## src/sv/gpf_pkg.sv

```systemverilog
// shared types and constants of the grid peak finder
package gpf_pkg;

	// field widths
	localparam int SizeW   = 11;
	localparam int HeightW = 31;
	// internal coordinates carry headroom for window bounds one past the grid
	localparam int CoordW  = 12;
	// largest side that the 11-bit size register can express
	localparam int SizeMax = 2047;

	// internal phase steps allowed per response before a forced zero answer
	localparam int LoopCap = 8;
	localparam int CntW    = $clog2(LoopCap);

	// stream and register codes
	localparam logic OpStart    = 1'b0;
	localparam logic OpResponse = 1'b1;
	localparam logic KindRequest = 1'b0;
	localparam logic KindAnswer  = 1'b1;
	localparam int   ApbAddrW    = 3;
	localparam logic RegGridSize = 1'b0;

	// stream tdata widths
	localparam int OutDataW = 56;
	localparam int InDataW  = 32;

	// controller states
	typedef enum logic [3:0] {
		ST_IDLE,
		ST_WAIT_SCAN,
		ST_WAIT_N1,
		ST_WAIT_N2,
		ST_WAIT_LAST,
		ST_BEGIN,
		ST_SCAN,
		ST_AFTER,
		ST_SECOND,
		ST_DECIDE,
		ST_LAST_ANS
	} gpf_state_t;

	// what the output register is loaded with
	typedef enum logic [2:0] {
		EMIT_REQ_SCAN,
		EMIT_REQ_SINGLE,
		EMIT_REQ_N1,
		EMIT_REQ_N2,
		EMIT_ANS_ZERO,
		EMIT_ANS_BEST,
		EMIT_ANS_SECOND
	} emit_sel_t;

	// commands from controller to datapath
	typedef struct packed {
		logic      start;
		logic      take_scan;
		logic      skip_cell;
		logic      begin_phase;
		logic      after_move;
		logic      decide_move;
		logic      load_first;
		logic      load_second;
		logic      use_zero;
		logic      emit;
		emit_sel_t emit_sel;
	} gpf_cmd_t;

	// status from datapath to controller
	typedef struct packed {
		logic single_cell;
		logic single_in_grid;
		logic scan_done;
		logic scan_in_grid;
		logic moved;
		logic n1_in_grid;
		logic n2_in_grid;
		logic best_is_peak;
		logic out_free;
	} gpf_stat_t;

endpackage

```

## src/sv/grid_peak_finder.sv

```systemverilog
// top level of the grid peak finder: register port, controller and datapath
//
// Searches for a local peak in a square grid of heights held outside the block.
// The slave stream takes items: tuser selects start (0) or height response (1),
// tdata carries the height. The master stream gives one request per step:
// tuser 0 asks for cell (x, y), 1-based; tuser 1 is the answer with the peak
// height. Feed each requested height back on the slave stream.
// The grid side is set over the APB port (register 0, 11 bits); the user must set it
// only while idle, which the block itself does not enforce. It is taken when a start
// arrives; 0 counts as 1, sizes above MAX_GRID are clipped. After a response is
// accepted the controller walks its internal steps (phase begin, neighbour checks,
// decision) and skips out-of-grid cells of a scan one by one, then the result sits
// in the output register; a move toward the previous peak and each skipped cell
// add steps before the result.
// The controller handles one item at a time; s_tready is low while it steps.
// The input is taken while a result still waits in the output register; when
// the receiver stalls with that register full, the next step waits for it.
// Reset empties the output register, returns to idle and sets the size to 1.
module grid_peak_finder
	import gpf_pkg::*;
#(
	parameter int MAX_GRID = 1024
) (
	input  logic                clk,
	input  logic                arst_n,
	// slave stream
	input  logic                s_tvalid,
	output logic                s_tready,
	input  logic [InDataW-1:0]  s_tdata,  // [30:0] height, [31] zero
	input  logic [0:0]          s_tuser,  // [0] operation
	// master stream
	output logic                m_tvalid,
	input  logic                m_tready,
	output logic [OutDataW-1:0] m_tdata,  // [10:0] cell_x, [21:11] cell_y,
	                                      // [52:22] peak_height, [55:53] zero
	output logic [0:0]          m_tuser,  // [0] is_answer
	// register port
	input  logic                psel,
	input  logic                penable,
	input  logic                pwrite,
	input  logic [ApbAddrW-1:0] paddr,
	input  logic [31:0]         pwdata,
	output logic [31:0]         prdata,
	output logic                pready
);

	logic [SizeW-1:0]   grid_size_q;
	gpf_cmd_t           cmd;
	gpf_stat_t          stat;
	logic               out_is_answer;
	logic [SizeW-1:0]   out_x, out_y;
	logic [HeightW-1:0] out_height;

	// grid size register
	always_ff @(posedge clk or negedge arst_n) begin
		if (!arst_n) begin
			grid_size_q <= SizeW'(1);
		end else if (psel && penable && pwrite && pready && (paddr[2] == RegGridSize)) begin
			grid_size_q <= pwdata[SizeW-1:0];
		end
	end

	assign pready = 1'b1;
	assign prdata = (paddr[2] == RegGridSize) ? 32'(grid_size_q) : '0;

	gpf_ctrl u_ctrl (
		.clk      (clk),
		.arst_n   (arst_n),
		.in_valid (s_tvalid),
		.in_op    (s_tuser[0]),
		.in_ready (s_tready),
		.stat     (stat),
		.cmd      (cmd)
	);

	gpf_dpath #(
		.MAX_GRID (MAX_GRID)
	) u_dpath (
		.clk           (clk),
		.arst_n        (arst_n),
		.grid_size     (grid_size_q),
		.in_height     (s_tdata[HeightW-1:0]),
		.cmd           (cmd),
		.stat          (stat),
		.out_ready     (m_tready),
		.out_valid     (m_tvalid),
		.out_is_answer (out_is_answer),
		.out_x         (out_x),
		.out_y         (out_y),
		.out_height    (out_height)
	);

	// pack result fields
	assign m_tuser = out_is_answer;
	assign m_tdata = {3'b000, out_height, out_y, out_x};

endmodule

```

## src/sv/gpf_ctrl.sv

```systemverilog
// controller state machine of the grid peak finder
module gpf_ctrl
	import gpf_pkg::*;
(
	input  logic      clk,
	input  logic      arst_n,
	input  logic      in_valid,
	input  logic      in_op,
	output logic      in_ready,
	input  gpf_stat_t stat,
	output gpf_cmd_t  cmd
);

	gpf_state_t      state_q, state_d;
	logic [CntW-1:0] cnt_q;
	logic            brk;
	logic            last;
	logic            go;

	assign last = (cnt_q == CntW'(LoopCap - 1));
	assign go   = stat.out_free;

	// state and phase step counter
	always_ff @(posedge clk or negedge arst_n) begin
		if (!arst_n) begin
			state_q <= ST_IDLE;
			cnt_q   <= '0;
		end else begin
			state_q <= state_d;
			if (in_valid && in_ready) begin
				cnt_q <= '0;
			end else if (brk) begin
				cnt_q <= cnt_q + 1'b1;
			end
		end
	end

	// next state
	always_comb begin
		state_d = state_q;
		unique case (state_q)
			ST_IDLE, ST_WAIT_SCAN, ST_WAIT_N1, ST_WAIT_N2, ST_WAIT_LAST: begin
				if (in_valid) begin
					if (in_op == OpStart) begin
						state_d = ST_BEGIN;
					end else begin
						unique case (state_q)
							ST_WAIT_SCAN: state_d = ST_SCAN;
							ST_WAIT_N1:   state_d = ST_SECOND;
							ST_WAIT_N2:   state_d = ST_DECIDE;
							ST_WAIT_LAST: state_d = ST_LAST_ANS;
							default:      state_d = ST_IDLE;
						endcase
					end
				end
			end
			ST_BEGIN: begin
				if (go) begin
					if (stat.single_cell) begin
						state_d = stat.single_in_grid ? ST_WAIT_LAST : ST_IDLE;
					end else begin
						state_d = last ? ST_IDLE : ST_SCAN;
					end
				end
			end
			ST_SCAN: begin
				if (go) begin
					if (stat.scan_done) begin
						state_d = last ? ST_IDLE : ST_AFTER;
					end else if (stat.scan_in_grid) begin
						state_d = ST_WAIT_SCAN;
					end
				end
			end
			ST_AFTER: begin
				if (go) begin
					if (stat.moved) begin
						state_d = last ? ST_IDLE : ST_BEGIN;
					end else if (stat.n1_in_grid) begin
						state_d = ST_WAIT_N1;
					end else begin
						state_d = last ? ST_IDLE : ST_SECOND;
					end
				end
			end
			ST_SECOND: begin
				if (go) begin
					if (stat.n2_in_grid) begin
						state_d = ST_WAIT_N2;
					end else begin
						state_d = last ? ST_IDLE : ST_DECIDE;
					end
				end
			end
			ST_DECIDE: begin
				if (go) begin
					if (stat.best_is_peak) begin
						state_d = ST_IDLE;
					end else begin
						state_d = last ? ST_IDLE : ST_BEGIN;
					end
				end
			end
			ST_LAST_ANS: begin
				if (go) begin
					state_d = ST_IDLE;
				end
			end
			default: state_d = ST_IDLE;
		endcase
	end

	// commands, ready and phase step marks
	always_comb begin
		cmd      = '0;
		in_ready = 1'b0;
		brk      = 1'b0;
		unique case (state_q)
			ST_IDLE, ST_WAIT_SCAN, ST_WAIT_N1, ST_WAIT_N2, ST_WAIT_LAST: begin
				in_ready = 1'b1;
				if (in_valid) begin
					if (in_op == OpStart) begin
						cmd.start = 1'b1;
					end else begin
						unique case (state_q)
							ST_WAIT_SCAN: cmd.take_scan   = 1'b1;
							ST_WAIT_N1:   cmd.load_first  = 1'b1;
							ST_WAIT_N2:   cmd.load_second = 1'b1;
							ST_WAIT_LAST: cmd.load_second = 1'b1;
							default:      cmd.start       = 1'b0;
						endcase
					end
				end
			end
			ST_BEGIN: begin
				if (go) begin
					if (stat.single_cell) begin
						cmd.emit     = 1'b1;
						cmd.emit_sel = stat.single_in_grid ? EMIT_REQ_SINGLE : EMIT_ANS_ZERO;
					end else begin
						cmd.begin_phase = 1'b1;
						brk             = 1'b1;
					end
				end
			end
			ST_SCAN: begin
				if (go) begin
					if (stat.scan_done) begin
						brk = 1'b1;
					end else if (stat.scan_in_grid) begin
						cmd.emit     = 1'b1;
						cmd.emit_sel = EMIT_REQ_SCAN;
					end else begin
						cmd.skip_cell = 1'b1;
					end
				end
			end
			ST_AFTER: begin
				if (go) begin
					if (stat.moved) begin
						cmd.after_move = 1'b1;
						brk            = 1'b1;
					end else if (stat.n1_in_grid) begin
						cmd.emit     = 1'b1;
						cmd.emit_sel = EMIT_REQ_N1;
					end else begin
						cmd.load_first = 1'b1;
						cmd.use_zero   = 1'b1;
						brk            = 1'b1;
					end
				end
			end
			ST_SECOND: begin
				if (go) begin
					if (stat.n2_in_grid) begin
						cmd.emit     = 1'b1;
						cmd.emit_sel = EMIT_REQ_N2;
					end else begin
						cmd.load_second = 1'b1;
						cmd.use_zero    = 1'b1;
						brk             = 1'b1;
					end
				end
			end
			ST_DECIDE: begin
				if (go) begin
					if (stat.best_is_peak) begin
						cmd.emit     = 1'b1;
						cmd.emit_sel = EMIT_ANS_BEST;
					end else begin
						cmd.decide_move = 1'b1;
						brk             = 1'b1;
					end
				end
			end
			ST_LAST_ANS: begin
				if (go) begin
					cmd.emit     = 1'b1;
					cmd.emit_sel = EMIT_ANS_SECOND;
				end
			end
			default: in_ready = 1'b0;
		endcase
		// step limit reached: give up with a zero answer
		if (brk && last) begin
			cmd.emit     = 1'b1;
			cmd.emit_sel = EMIT_ANS_ZERO;
		end
	end

endmodule

```

## src/sv/gpf_dpath.sv

```systemverilog
// window, scan and best-cell datapath of the grid peak finder
module gpf_dpath
	import gpf_pkg::*;
#(
	parameter int MAX_GRID = 1024
) (
	input  logic               clk,
	input  logic               arst_n,
	input  logic [SizeW-1:0]   grid_size,
	input  logic [HeightW-1:0] in_height,
	input  gpf_cmd_t           cmd,
	output gpf_stat_t          stat,
	input  logic               out_ready,
	output logic               out_valid,
	output logic               out_is_answer,
	output logic [SizeW-1:0]   out_x,
	output logic [SizeW-1:0]   out_y,
	output logic [HeightW-1:0] out_height
);

	localparam int ClipSize = (MAX_GRID > SizeMax) ? SizeMax : MAX_GRID;

	logic [CoordW-1:0]  size_q;
	logic [CoordW-1:0]  x_low_q, x_high_q, y_low_q, y_high_q;
	logic [CoordW-1:0]  prev_x_q, prev_y_q;
	logic [HeightW-1:0] prev_h_q;
	logic               col_q;
	logic [CoordW-1:0]  scan_pos_q;
	logic [HeightW-1:0] best_h_q;
	logic [CoordW-1:0]  best_x_q, best_y_q;
	logic [HeightW-1:0] first_q, second_q;

	logic               out_valid_q, out_is_ans_q;
	logic [SizeW-1:0]   out_x_q, out_y_q;
	logic [HeightW-1:0] out_h_q;

	logic [CoordW-1:0]  clip_size;
	logic [CoordW:0]    x_sum, y_sum;
	logic [CoordW-1:0]  x_mid, y_mid, mid;
	logic [CoordW-1:0]  sx, sy, scan_end, prev_p;
	logic [CoordW-1:0]  n1x, n1y, n2x, n2y;
	logic [HeightW-1:0] take_h, load_h;
	logic               take_wins;

	function automatic logic in_grid(input logic [CoordW-1:0] x, input logic [CoordW-1:0] y,
			input logic [CoordW-1:0] n);
		in_grid = (x != '0) && (x <= n) && (y != '0) && (y <= n);
	endfunction

	// size latched at start, clipped to 1..MAX_GRID and to SizeMax
	always_comb begin
		if (grid_size == '0) begin
			clip_size = CoordW'(1);
		end else if (32'(grid_size) > ClipSize) begin
			clip_size = CoordW'(ClipSize);
		end else begin
			clip_size = CoordW'(grid_size);
		end
	end

	// middle row and column of the window
	assign x_sum = {1'b0, x_low_q} + {1'b0, x_high_q};
	assign y_sum = {1'b0, y_low_q} + {1'b0, y_high_q};
	assign x_mid = x_sum[CoordW:1];
	assign y_mid = y_sum[CoordW:1];
	assign mid   = col_q ? x_mid : y_mid;

	// scan cell and neighbours of the best cell
	assign sx       = col_q ? x_mid : scan_pos_q;
	assign sy       = col_q ? scan_pos_q : y_mid;
	assign scan_end = col_q ? y_high_q : x_high_q;
	assign prev_p   = col_q ? prev_x_q : prev_y_q;
	assign n1x      = col_q ? best_x_q - 1'b1 : best_x_q;
	assign n1y      = col_q ? best_y_q : best_y_q + 1'b1;
	assign n2x      = col_q ? best_x_q + 1'b1 : best_x_q;
	assign n2y      = col_q ? best_y_q : best_y_q - 1'b1;

	// running maximum, ties to the larger coordinates
	assign take_h    = cmd.skip_cell ? '0 : in_height;
	assign take_wins = (take_h > best_h_q) || ((take_h == best_h_q) &&
		((sx > best_x_q) || ((sx == best_x_q) && (sy > best_y_q))));
	assign load_h    = cmd.use_zero ? '0 : in_height;

	// status to the controller
	always_comb begin
		stat.single_cell    = (x_low_q == x_high_q) && (y_low_q == y_high_q);
		stat.single_in_grid = in_grid(x_low_q, y_high_q, size_q);
		stat.scan_done      = scan_pos_q > scan_end;
		stat.scan_in_grid   = in_grid(sx, sy, size_q);
		stat.moved          = (best_h_q < prev_h_q) && (prev_p != mid);
		stat.n1_in_grid     = in_grid(n1x, n1y, size_q);
		stat.n2_in_grid     = in_grid(n2x, n2y, size_q);
		stat.best_is_peak   = (best_h_q > first_q) && (best_h_q > second_q);
		stat.out_free       = !out_valid_q || out_ready;
	end

	// search state
	always_ff @(posedge clk) begin
		if (cmd.start) begin
			size_q   <= clip_size;
			x_low_q  <= CoordW'(1);
			x_high_q <= clip_size;
			y_low_q  <= CoordW'(1);
			y_high_q <= clip_size;
			prev_x_q <= '0;
			prev_y_q <= '0;
			prev_h_q <= '0;
			col_q    <= 1'b0;
		end
		if (cmd.take_scan || cmd.skip_cell) begin
			if (take_wins) begin
				best_h_q <= take_h;
				best_x_q <= sx;
				best_y_q <= sy;
			end
			scan_pos_q <= scan_pos_q + 1'b1;
		end
		if (cmd.begin_phase) begin
			best_h_q   <= '0;
			best_x_q   <= '0;
			best_y_q   <= '0;
			scan_pos_q <= col_q ? y_low_q : x_low_q;
		end
		if (cmd.load_first) begin
			first_q <= load_h;
		end
		if (cmd.load_second) begin
			second_q <= load_h;
		end
		// previous peak is higher and lies off the middle line: move toward it
		if (cmd.after_move) begin
			if (prev_p > mid) begin
				if (col_q) x_low_q <= mid + 1'b1;
				else y_low_q <= mid;
			end else begin
				if (col_q) x_high_q <= mid;
				else y_high_q <= mid + 1'b1;
			end
			col_q <= !col_q;
		end
		// not a peak: move toward the higher neighbour
		if (cmd.decide_move) begin
			if (col_q) begin
				if (first_q > second_q) x_high_q <= best_x_q;
				else x_low_q <= best_x_q + 1'b1;
			end else begin
				if (first_q > second_q) y_low_q <= mid;
				else y_high_q <= mid + 1'b1;
			end
			prev_x_q <= best_x_q;
			prev_y_q <= best_y_q;
			prev_h_q <= best_h_q;
			col_q    <= !col_q;
		end
	end

	// output register valid
	always_ff @(posedge clk or negedge arst_n) begin
		if (!arst_n) begin
			out_valid_q <= 1'b0;
		end else if (cmd.emit) begin
			out_valid_q <= 1'b1;
		end else if (out_ready) begin
			out_valid_q <= 1'b0;
		end
	end

	// output register payload
	always_ff @(posedge clk) begin
		if (cmd.emit) begin
			unique case (cmd.emit_sel)
				EMIT_REQ_SCAN: begin
					out_is_ans_q <= KindRequest;
					out_x_q      <= sx[SizeW-1:0];
					out_y_q      <= sy[SizeW-1:0];
					out_h_q      <= '0;
				end
				EMIT_REQ_SINGLE: begin
					out_is_ans_q <= KindRequest;
					out_x_q      <= x_low_q[SizeW-1:0];
					out_y_q      <= y_high_q[SizeW-1:0];
					out_h_q      <= '0;
				end
				EMIT_REQ_N1: begin
					out_is_ans_q <= KindRequest;
					out_x_q      <= n1x[SizeW-1:0];
					out_y_q      <= n1y[SizeW-1:0];
					out_h_q      <= '0;
				end
				EMIT_REQ_N2: begin
					out_is_ans_q <= KindRequest;
					out_x_q      <= n2x[SizeW-1:0];
					out_y_q      <= n2y[SizeW-1:0];
					out_h_q      <= '0;
				end
				EMIT_ANS_BEST: begin
					out_is_ans_q <= KindAnswer;
					out_x_q      <= '0;
					out_y_q      <= '0;
					out_h_q      <= best_h_q;
				end
				EMIT_ANS_SECOND: begin
					out_is_ans_q <= KindAnswer;
					out_x_q      <= '0;
					out_y_q      <= '0;
					out_h_q      <= second_q;
				end
				default: begin
					out_is_ans_q <= KindAnswer;
					out_x_q      <= '0;
					out_y_q      <= '0;
					out_h_q      <= '0;
				end
			endcase
		end
	end

	assign out_valid     = out_valid_q;
	assign out_is_answer = out_is_ans_q;
	assign out_x         = out_x_q;
	assign out_y         = out_y_q;
	assign out_height    = out_h_q;

endmodule

```

## config.mk

```make
export PLATFORM = sky130hd
export DESIGN_NAME = grid_peak_finder
export DESIGN_NICKNAME = d
export VERILOG_FILES = /design/src/sv/gpf_pkg.sv /design/src/sv/grid_peak_finder.sv /design/src/sv/gpf_ctrl.sv /design/src/sv/gpf_dpath.sv
export SDC_FILE = /design/constraint.sdc
export NUM_CORES = 1
export LEC_CHECK = 0
export BUFFER_PORTS_ARGS = -buffer_cell sky130_fd_sc_hd__buf_2
export CAP_MARGIN = 10
export CORE_MARGIN = 4
export CORE_UTILIZATION = 41
export CTS_BUF_LIST = sky130_fd_sc_hd__clkbuf_2
export DETAILED_ROUTE_END_ITERATION = 6
export PLACE_DENSITY_LB_ADDON = 0.2
export SLEW_MARGIN = 10
export SYNTH_ARGS = -nofsm -noshare
export SYNTH_HDL_FRONTEND = slang
export SYNTH_SLANG_ARGS = --single-unit
export TNS_END_PERCENT = 50
```

## constraint.sdc

```tcl
create_clock -name clk -period 17.1 [get_ports clk]
set_clock_uncertainty 0.05 [all_clocks]
set_input_delay 0.855 -clock clk [delete_from_list [all_inputs] [get_ports clk]]
set_output_delay 0.855 -clock clk [all_outputs]
set_load 0.03 [all_outputs]
```

==> impl_results.md, run 1 <==
- Status: completed
- DRC viols: 0
- Number of maximum-capacitance constraint violations: 0
- H-tree levels: 3
- Data arrival time of the worst path: 9820 ps
- # rows: 89
- Layout Area Growth over Synthesis: 10.38%
- Synth async-reset ratio: under 10%
- Cell Area, Synth: 24410 um2
- Clock latency on the worst-skew pair: roughly 1100 ps
- Worst Hold Class: input pin to async pin
- Placeable core area: 59020 um2
- Slew Limit Headroom: 5.569%
- TritonCTS clock tree: built
- Pre-CTS setup slack: 8396 ps
- Final-layout worst hold slack: 245.1 ps
- Number of buffers added for setup after CTS: 0
- RePlAce Congestion: 0.9571
- FF+latch count, synth: ~320
- Static leakage power: 11.60 nW
- Final core area utilization: 45.66%
- Maximum number of pins on one net before global-route repair: 131
- Period minus WS final: 8915 ps
- Wire length of the first global-routing pass: between 100000 and 150000 um
- Synth Flop Type: edfxtp_1
- Startpoint of the most critical setup path: u_dpath.x_low_q[1]$_DFF_P_
- Total area of multi-input combinational cells: 14610 um2
- Number of buffers added to fix hold violations after cts: 44
- Overflow left after global routing: 0
- Total via count after detailed routing: roughly 22000
- Hold Vio Cnt, Final: 0
- Setup WS post-layout: 8185 ps
- Violation count after the first detailed-route iteration: 1901
- Routed WL: 84870 um
- Total of endpoints with negative setup slack in the final report: 0
- Achievable clock frequency: between 0.1 and 0.15 GHz
- Worst Path Class, Setup: register to register
- Initial antenna violation count: 2
- Vias in the first global route: 21413
- Top-level I/O count: 167
- Number of clock sinks: 317
- Required time worst endpoint: 18000 ps
- Transition time at the pin with the least slew margin: approximately 1400 ps
- Cell area after placement: ~26000 um2
- HPWL Detailed: 63170 um
- Yosys warns: 0
- Final routed wire length divided by cell count: 23.62 um
- Synthesized instance count: 2577
- Register clock-pin slew on the reported worst setup and hold paths: 100 ps
- Width of the chip: 252.0 um
- Worst IR Drop VDD: ~0.00008 V
- Starting Density: 41.37%
- Slowest cell delay on critical path: 910 ps
- Number of distinct library cell variants in the gate-level netlist after synthesis: 98
- Net count of the finished layout: 3138
- Largest fanout of any net on the critical path: 35
- CTS Buf Count: 88
- Type of origin of the critical path: register
- # port buffers: 117
- Setup TNS: 0 ps
- Global router's overall resource usage: 25.73%
- Maximum clock path buffer count: 3
- Final slew viol count: 0
- RSZ-0062 raised after global routing: false
- Root buffer cell: clkbuf_2
- Sequential cell area: 8394 um2
- Power density normalized to cell area: 177.7 nW/um2
- Cell with the biggest individual delay on the critical path: a21boi_0
- Tcrit/Tclk final: 52.14%
- Routed Antenna Nets: 0
- Die Footprint: 63510 um2
- Design area: 26950 um2
- Routed vias/inst: ~6.0
- Fraction of final layout cells sized beyond drive strength 1: a little over an eighth
- Average cell area after synthesis: 9.474 um2
- Height of the chip: 252.0 um
- Number of enable flip-flop cells after synthesis: 195
- Share of synthesized area occupied by flip-flops and latches: 34.38%
- Post-CTS Resized: 0
- Number of filler cells placed in the layout: 5729
- Setup crit end kind: register
- Launch point of the worst reg-to-reg path: u_dpath.x_low_q[1]$_DFF_P_
- 1st-pass router iterations: 6
routing by layer:
layer	vias to the layer above	wire length, um	track usage [%]
li1	9974	-	-
met1	10334	33560	30.93
met2	935	40030	43.77
met3	278	6134	5.123
met4	0	5140	13.27
met5	-	0	0
state kept, by name, summed over array words and instances (netlist names):
signal and cells:
grid_size_q 11, u_ctrl.cnt_q 3, u_ctrl.state_q 4, u_dpath.best_h_q 31
u_dpath.best_x_q 12, u_dpath.best_y_q 12, u_dpath.col_q 1, u_dpath.first_q 31
u_dpath.out_height 31, u_dpath.out_is_answer 1, u_dpath.out_valid 1, u_dpath.out_x 11
u_dpath.out_y 11, u_dpath.prev_h_q 31, u_dpath.prev_x_q 12, u_dpath.prev_y_q 12
u_dpath.scan_pos_q 12, u_dpath.second_q 31, u_dpath.size_q 11, u_dpath.x_high_q 12
u_dpath.x_low_q 12, u_dpath.y_high_q 12, u_dpath.y_low_q 12
Yosys cell counts (all sizes together), types with 16 or more instances:
master | count | area [um2]
nor4 | 39 | 262.8
nand2 | 148 | 558.0
a31oi | 17 | 106.4
a21oi | 145 | 733.2
nand2b | 16 | 100.1
nor3 | 43 | 220.2
and2 | 98 | 613.1
nand3 | 58 | 295.3
dfxtp | 103 | 2062
o21a | 19 | 142.6
xnor2 | 67 | 586.8
mux2 | 33 | 371.6
xor2 | 21 | 183.9
a211oi | 34 | 265.3
mux2i | 68 | 684.4
nand4 | 73 | 456.7
nor2 | 101 | 379.1
a32o | 31 | 310.3
buf | 70 | 468.0
and3 | 23 | 143.9
a22oi | 27 | 202.7
inv | 221 | 829.5
nor2b | 79 | 494.2
dfrtp | 18 | 450.4
a21o | 52 | 390.4
clkbuf | 75 | 281.5
o21ai | 97 | 489.2
a22o | 40 | 350.3
edfxtp | 195 | 5856
ha | 320 | 4004
o211ai | 29 | 217.7
cells by family (layout without fill, tap and decap cells):
logic type	count (synthesis)	count (layout)	synth area share, %
buffers and inverters	367	582	6.483
other	2	30	0.03076
and+or+nand+nor	758	758	17.07
muxes	101	101	4.326
adders and majority gates	322	322	16.56
xor gates and xnor gates	88	88	3.157
AOI/OAI and AO/OA	622	622	17.98
DFF	317	317	34.38
layout by cell type, fill, tap and decap left out, types with 13 or more instances in the layout:
| cell type | count |
|---|---|
| ha_1 | 320 |
| inv_1 | 217 |
| edfxtp_1 | 195 |
| nand2_1 | 146 |
| a21oi_1 | 142 |
| clkbuf_2 | 135 |
| buf_2 | 117 |
| dfxtp_1 | 103 |
| nor2_1 | 101 |
| and2_1 | 97 |
| o21ai_0 | 88 |
| nor2b_1 | 79 |
| nand4_1 | 73 |
| mux2i_1 | 67 |
| xnor2_1 | 67 |
| nand3_1 | 57 |
| a21o_1 | 51 |
| dlygate4sd3_1 | 44 |
| a22o_1 | 40 |
| nor3_1 | 37 |
| nor4_1 | 36 |
| buf_4 | 34 |
| mux2_2 | 33 |
| a211oi_1 | 31 |
| a32o_1 | 31 |
| o211ai_1 | 29 |
| a22oi_1 | 27 |
| conb_1 | 25 |
| and3_1 | 23 |
| xor2_1 | 21 |
| o21a_1 | 19 |
| dfrtp_1 | 18 |
| clkinv_1 | 17 |
| a31oi_1 | 16 |
| nand2b_1 | 15 |
| and4_1 | 13 |
| or3_1 | 13 |
critical path: cells and delay by family, from the launching register on:
kind            cells  cell delay (ps)
flops               1              740
buf+inv             5             1410
mux                 1              400
fa+ha+maj           3              970
compound gates     14             4720
simple gates        2              380
stage by stage:
step / power, mW / std cells
3_3_place_gp: 4.063 / 3380
5_1_grt: 5.122 / 3592
2_1_floorplan: 3.180 / 2600
4_1_cts: 4.753 / 3588
6_report: 4.788 / 3593
3_5_place_dp: 4.141 / 3380
area by class of cell:
cell class	instances	share of cell area (%)
inverters	222	3.092
well taps	773	3.589
repair buffers	196	4.829
clock inverters	29	0.5850
clock buffers	135	2.507
flip-flops and latches	317	31.15
multi-input cells	1916	54.20
diodes	5	0.04643
report_power, final:
group          total (mW)  leakage [nW]  switching [mW]  internal (mW)
sequential           1.42          2.88           0.339           1.09
combinational        2.78          8.08            1.76           1.02
clock               0.584         0.638           0.357          0.227
worst paths after layout:
path                            slack (ps)                                end  cells past startpoint
min in group clk                       310      u_ctrl.state_q[3]$_DFFE_PN0P_                      4
worst min register to register         450        u_ctrl.cnt_q[0]$_DFFE_PN0P_                      1
worst max register to register        8180  u_dpath.best_y_q[11]$_SDFFE_PP0P_                     25
worst max-delay path                  8180  u_dpath.best_y_q[11]$_SDFFE_PP0P_                     25
max in group asynchronous            16290      u_ctrl.state_q[3]$_DFFE_PN0P_                      2
worst min-delay path                   250         grid_size_q[6]$_DFFE_PN0P_                      2
(Power assumes the default switching activity.)
==> run 2, diff against run 1 <==
Clock period 17.1 ns to 8.62 ns, I/O delays scaled along.
==> impl_results.md, run 2 (same netlist as run 1, synthesis figures left out) <==
- Status: completed
- Tcrit/Tclk final: 93.79% (+42 points)
- Gate power share: 58.2% (+0.2 points)
- Root buffer cell: clkbuf_2
- Static leakage power: 11.81 nW (+1.8%)
- Worst IR Drop VDD: 0.0001730 V (+110%)
- Violation count after the first detailed-route iteration: 2047 (+7.7%)
- Overflow left after global routing: 0 (unchanged)
- Final-layout worst hold slack: 92.08 ps (-153.0 ps)
- Total routed wire length on the met1 layer: 34690 um (+3.4%)
- # rows: 89 (unchanged)
- TritonCTS clock tree: built
- Post-layout total power: 9.560 mW (+100%)
- Data arrival time of the worst path: 8990 ps (-830 ps)
- Share of power burned in registers: 29.7% (about the same)
- Clock latency on the worst-skew pair: 1160 ps (+40 ps)
- Switch share: 51.02% (-0.32 points)
- Total via count after detailed routing: 21897 (+1.7%)
- Routed Antenna Nets: 0 (unchanged)
- Net count of the finished layout: 3189 (+1.6%)
- RePlAce Congestion: 0.9630 (+0.62%)
- Setup TNS: 0 ps (unchanged)
- Final routed wire length divided by cell count: 23.62 um (about the same)
- RSZ-0062 raised after global routing: false
- Pre-CTS setup slack: 842.2 ps (-7554 ps)
- Maximum clock path buffer count: 3 (unchanged)
- Cell count after placement: 3390 (+0.30%)
- Worst Hold Class: input pin to register
- Required time worst endpoint: 9530 ps (-8470 ps)
- Number of buffers added for setup after CTS: 0 (unchanged)
- Worst hold stages: 3
- Setup crit end kind: register
- Largest fanout of any net on the critical path: 21 (-40%)
- CTS Buf Count: 87 (-1.1%)
- Height of the chip: 252.0 um (unchanged)
- Highest-count cells in the layout ignoring fill and taps: ha_1, inv_1, edfxtp_1, nand2_1, a21oi_1
- Final core area utilization: 46.48% (+0.82 points)
- Die Footprint: 63510 um2 (unchanged)
- Wire length of the first global-routing pass: 128100 um (+1.2%)
- Maximum number of pins on one net before global-route repair: 95 (-27%)
- Routed vias/inst: 6.021 (+0.52%)
- Power share of the clock group: 12.1% (about the same)
- Switching power: 4.877 mW (+98%)
- Layout Area Growth over Synthesis: 12.36%
- Number of clock sinks: 317 (unchanged)
- Number of maximum-capacitance constraint violations: 0 (unchanged)
- Highest metal layer used by the detailed router: met5
- 1st-pass router iterations: 7 (+1)
- Period minus WS final: 8084 ps (-831.0 ps)
- Layout Cells excl Fill: 3637 (+1.2%)
- Most common library cell in the layout ignoring fill and taps: ha_1
- # port buffers: 117 (unchanged)
- DRC viols: 0 (unchanged)
- Worst Path Class, Setup: register to register
- Final slew viol count: 0 (unchanged)
- Total of endpoints with negative setup slack in the final report: 0 (unchanged)
- Starting Density: 41.37% (unchanged)
- Global router's overall resource usage: 26.13% (+0.41 points)
- Routed WL: 85920 um (+1.2%)
- Power density normalized to cell area: 348.5 nW/um2 (+96%)
- Placeable core area: 59020 um2 (unchanged)
- Achievable clock frequency: 0.1237 GHz (+10%)
- Initial antenna violation count: 3 (+1)
- Type of origin of the critical path: register
- Top-level I/O count: 167 (unchanged)
- Width of the chip: 252.0 um (unchanged)
- Transition time at the pin with the least slew margin: 1341 ps (-39.92 ps)
- HPWL Detailed: 63210 um (about the same)
- Cell Int Power: 4.683 mW (+100%)
- Hold Vio Cnt, Final: 0 (unchanged)
- Cell count of the worst reg-to-reg path: 25 (unchanged)
- Slew Limit Headroom: 10.32% (+4.8 points)
- Cell area after placement: 25740 um2 (+0.29%)
- H-tree levels: 3 (unchanged)
- Register clock-pin slew on the reported worst setup and hold paths: 110 ps (about the same)
- Fraction of final layout cells sized beyond drive strength 1: 13.56% (-0.15 points)
- Vias in the first global route: 21405 (-0.037%)
- Met3 routed WL: 6508 um (+6.1%)
- Setup WS post-layout: 535.6 ps (-7649 ps)
- Design area: 27430 um2 (+1.8%)
- Total length of routed met2 wires: 40080 um (+0.11%)
==> run 2: routing by layer <==
| layer | GRT usage, % | vias to the layer above |
|---|---|---|
| met2 | 43.56 | 947 |
| met1 | 32.56 | 10583 |
| met4 | 12.64 | 4 |
| met3 | 5.123 | 277 |
| li1 | - | 10086 |
| met5 | 0 | - |
==> run 2: final timing paths <==
| kind | start | end | slack, ps |
|---|---|---|---|
| setup reg to reg | u_dpath.y_high_q[0]$_DFF_P_ | u_dpath.best_x_q[2]$_SDFFE_PP0P_ | 540 |
| hold reg to reg | u_dpath.y_low_q[8]$_DFF_P_ | u_dpath.y_low_q[8]$_DFF_P_ | 450 |
| setup / recovery | u_dpath.y_high_q[0]$_DFF_P_ | u_dpath.best_x_q[2]$_SDFFE_PP0P_ | 540 |
| hold / removal | pwdata[6] | grid_size_q[6]$_DFFE_PN0P_ | 90 |
| max in group asynchronous | arst_n | grid_size_q[8]$_DFFE_PN0P_ | 6490 |
| min in group asynchronous | arst_n | grid_size_q[0]$_DFFE_PN1P_ | 430 |
==> run 2: critical path, stage by stage (launching register included) <==
cell       delay (ps)
dfxtp_1           490
ha_1              330
fa_1              440
a21o_1            220
and4_1            270
o21ai_0           200
nand3_1           260
a21oi_1           520
inv_1             160
ha_1              330
a211oi_1          280
o221ai_1          180
a221oi_1          280
nor2_1             80
a2111oi_0         470
buf_4             230
a31oi_4           210
nor2b_1           190
ha_1              280
a2111oi_0         490
a311oi_1          210
a211o_1           310
o21ai_0           280
a2111o_2          410
buf_4             460
mux2i_1           240
==> run 2: cell type report <==
class                           count  area (um2)
Clock buffer                      133       665.6
Timing Repair Buffer              248        1797
Tap cell                          773       967.2
Multi-Input combinational cell   1916       14610
Inverter                          222       833.3
Fill cell                        5690       31590
Antenna cell                        3       7.507
Sequential cell                   317        8394
Clock inverter                     25       160.2
==> run 2: timing repair <==
item                                   4_1_cts  5_1_grt
endpoints found under the hold margin      146        0
resized for setup                            0        0
hold buffers                                86        0
==> run 2: power groups by stage <==
| stage | sequential [mW] | clock, mW | combinational (mW) |
|---|---|---|---|
| final | 2.84 | 1.16 | 5.56 |
| after global routing | 2.88 | 1.26 | 6.06 |
| after CTS | 2.81 | 1.19 | 5.45 |
| after detailed placement | 2.84 | 0 | 5.39 |
| after global placement | 2.83 | 0 | 5.23 |
| after floorplan | 2.62 | 0 | 3.69 |
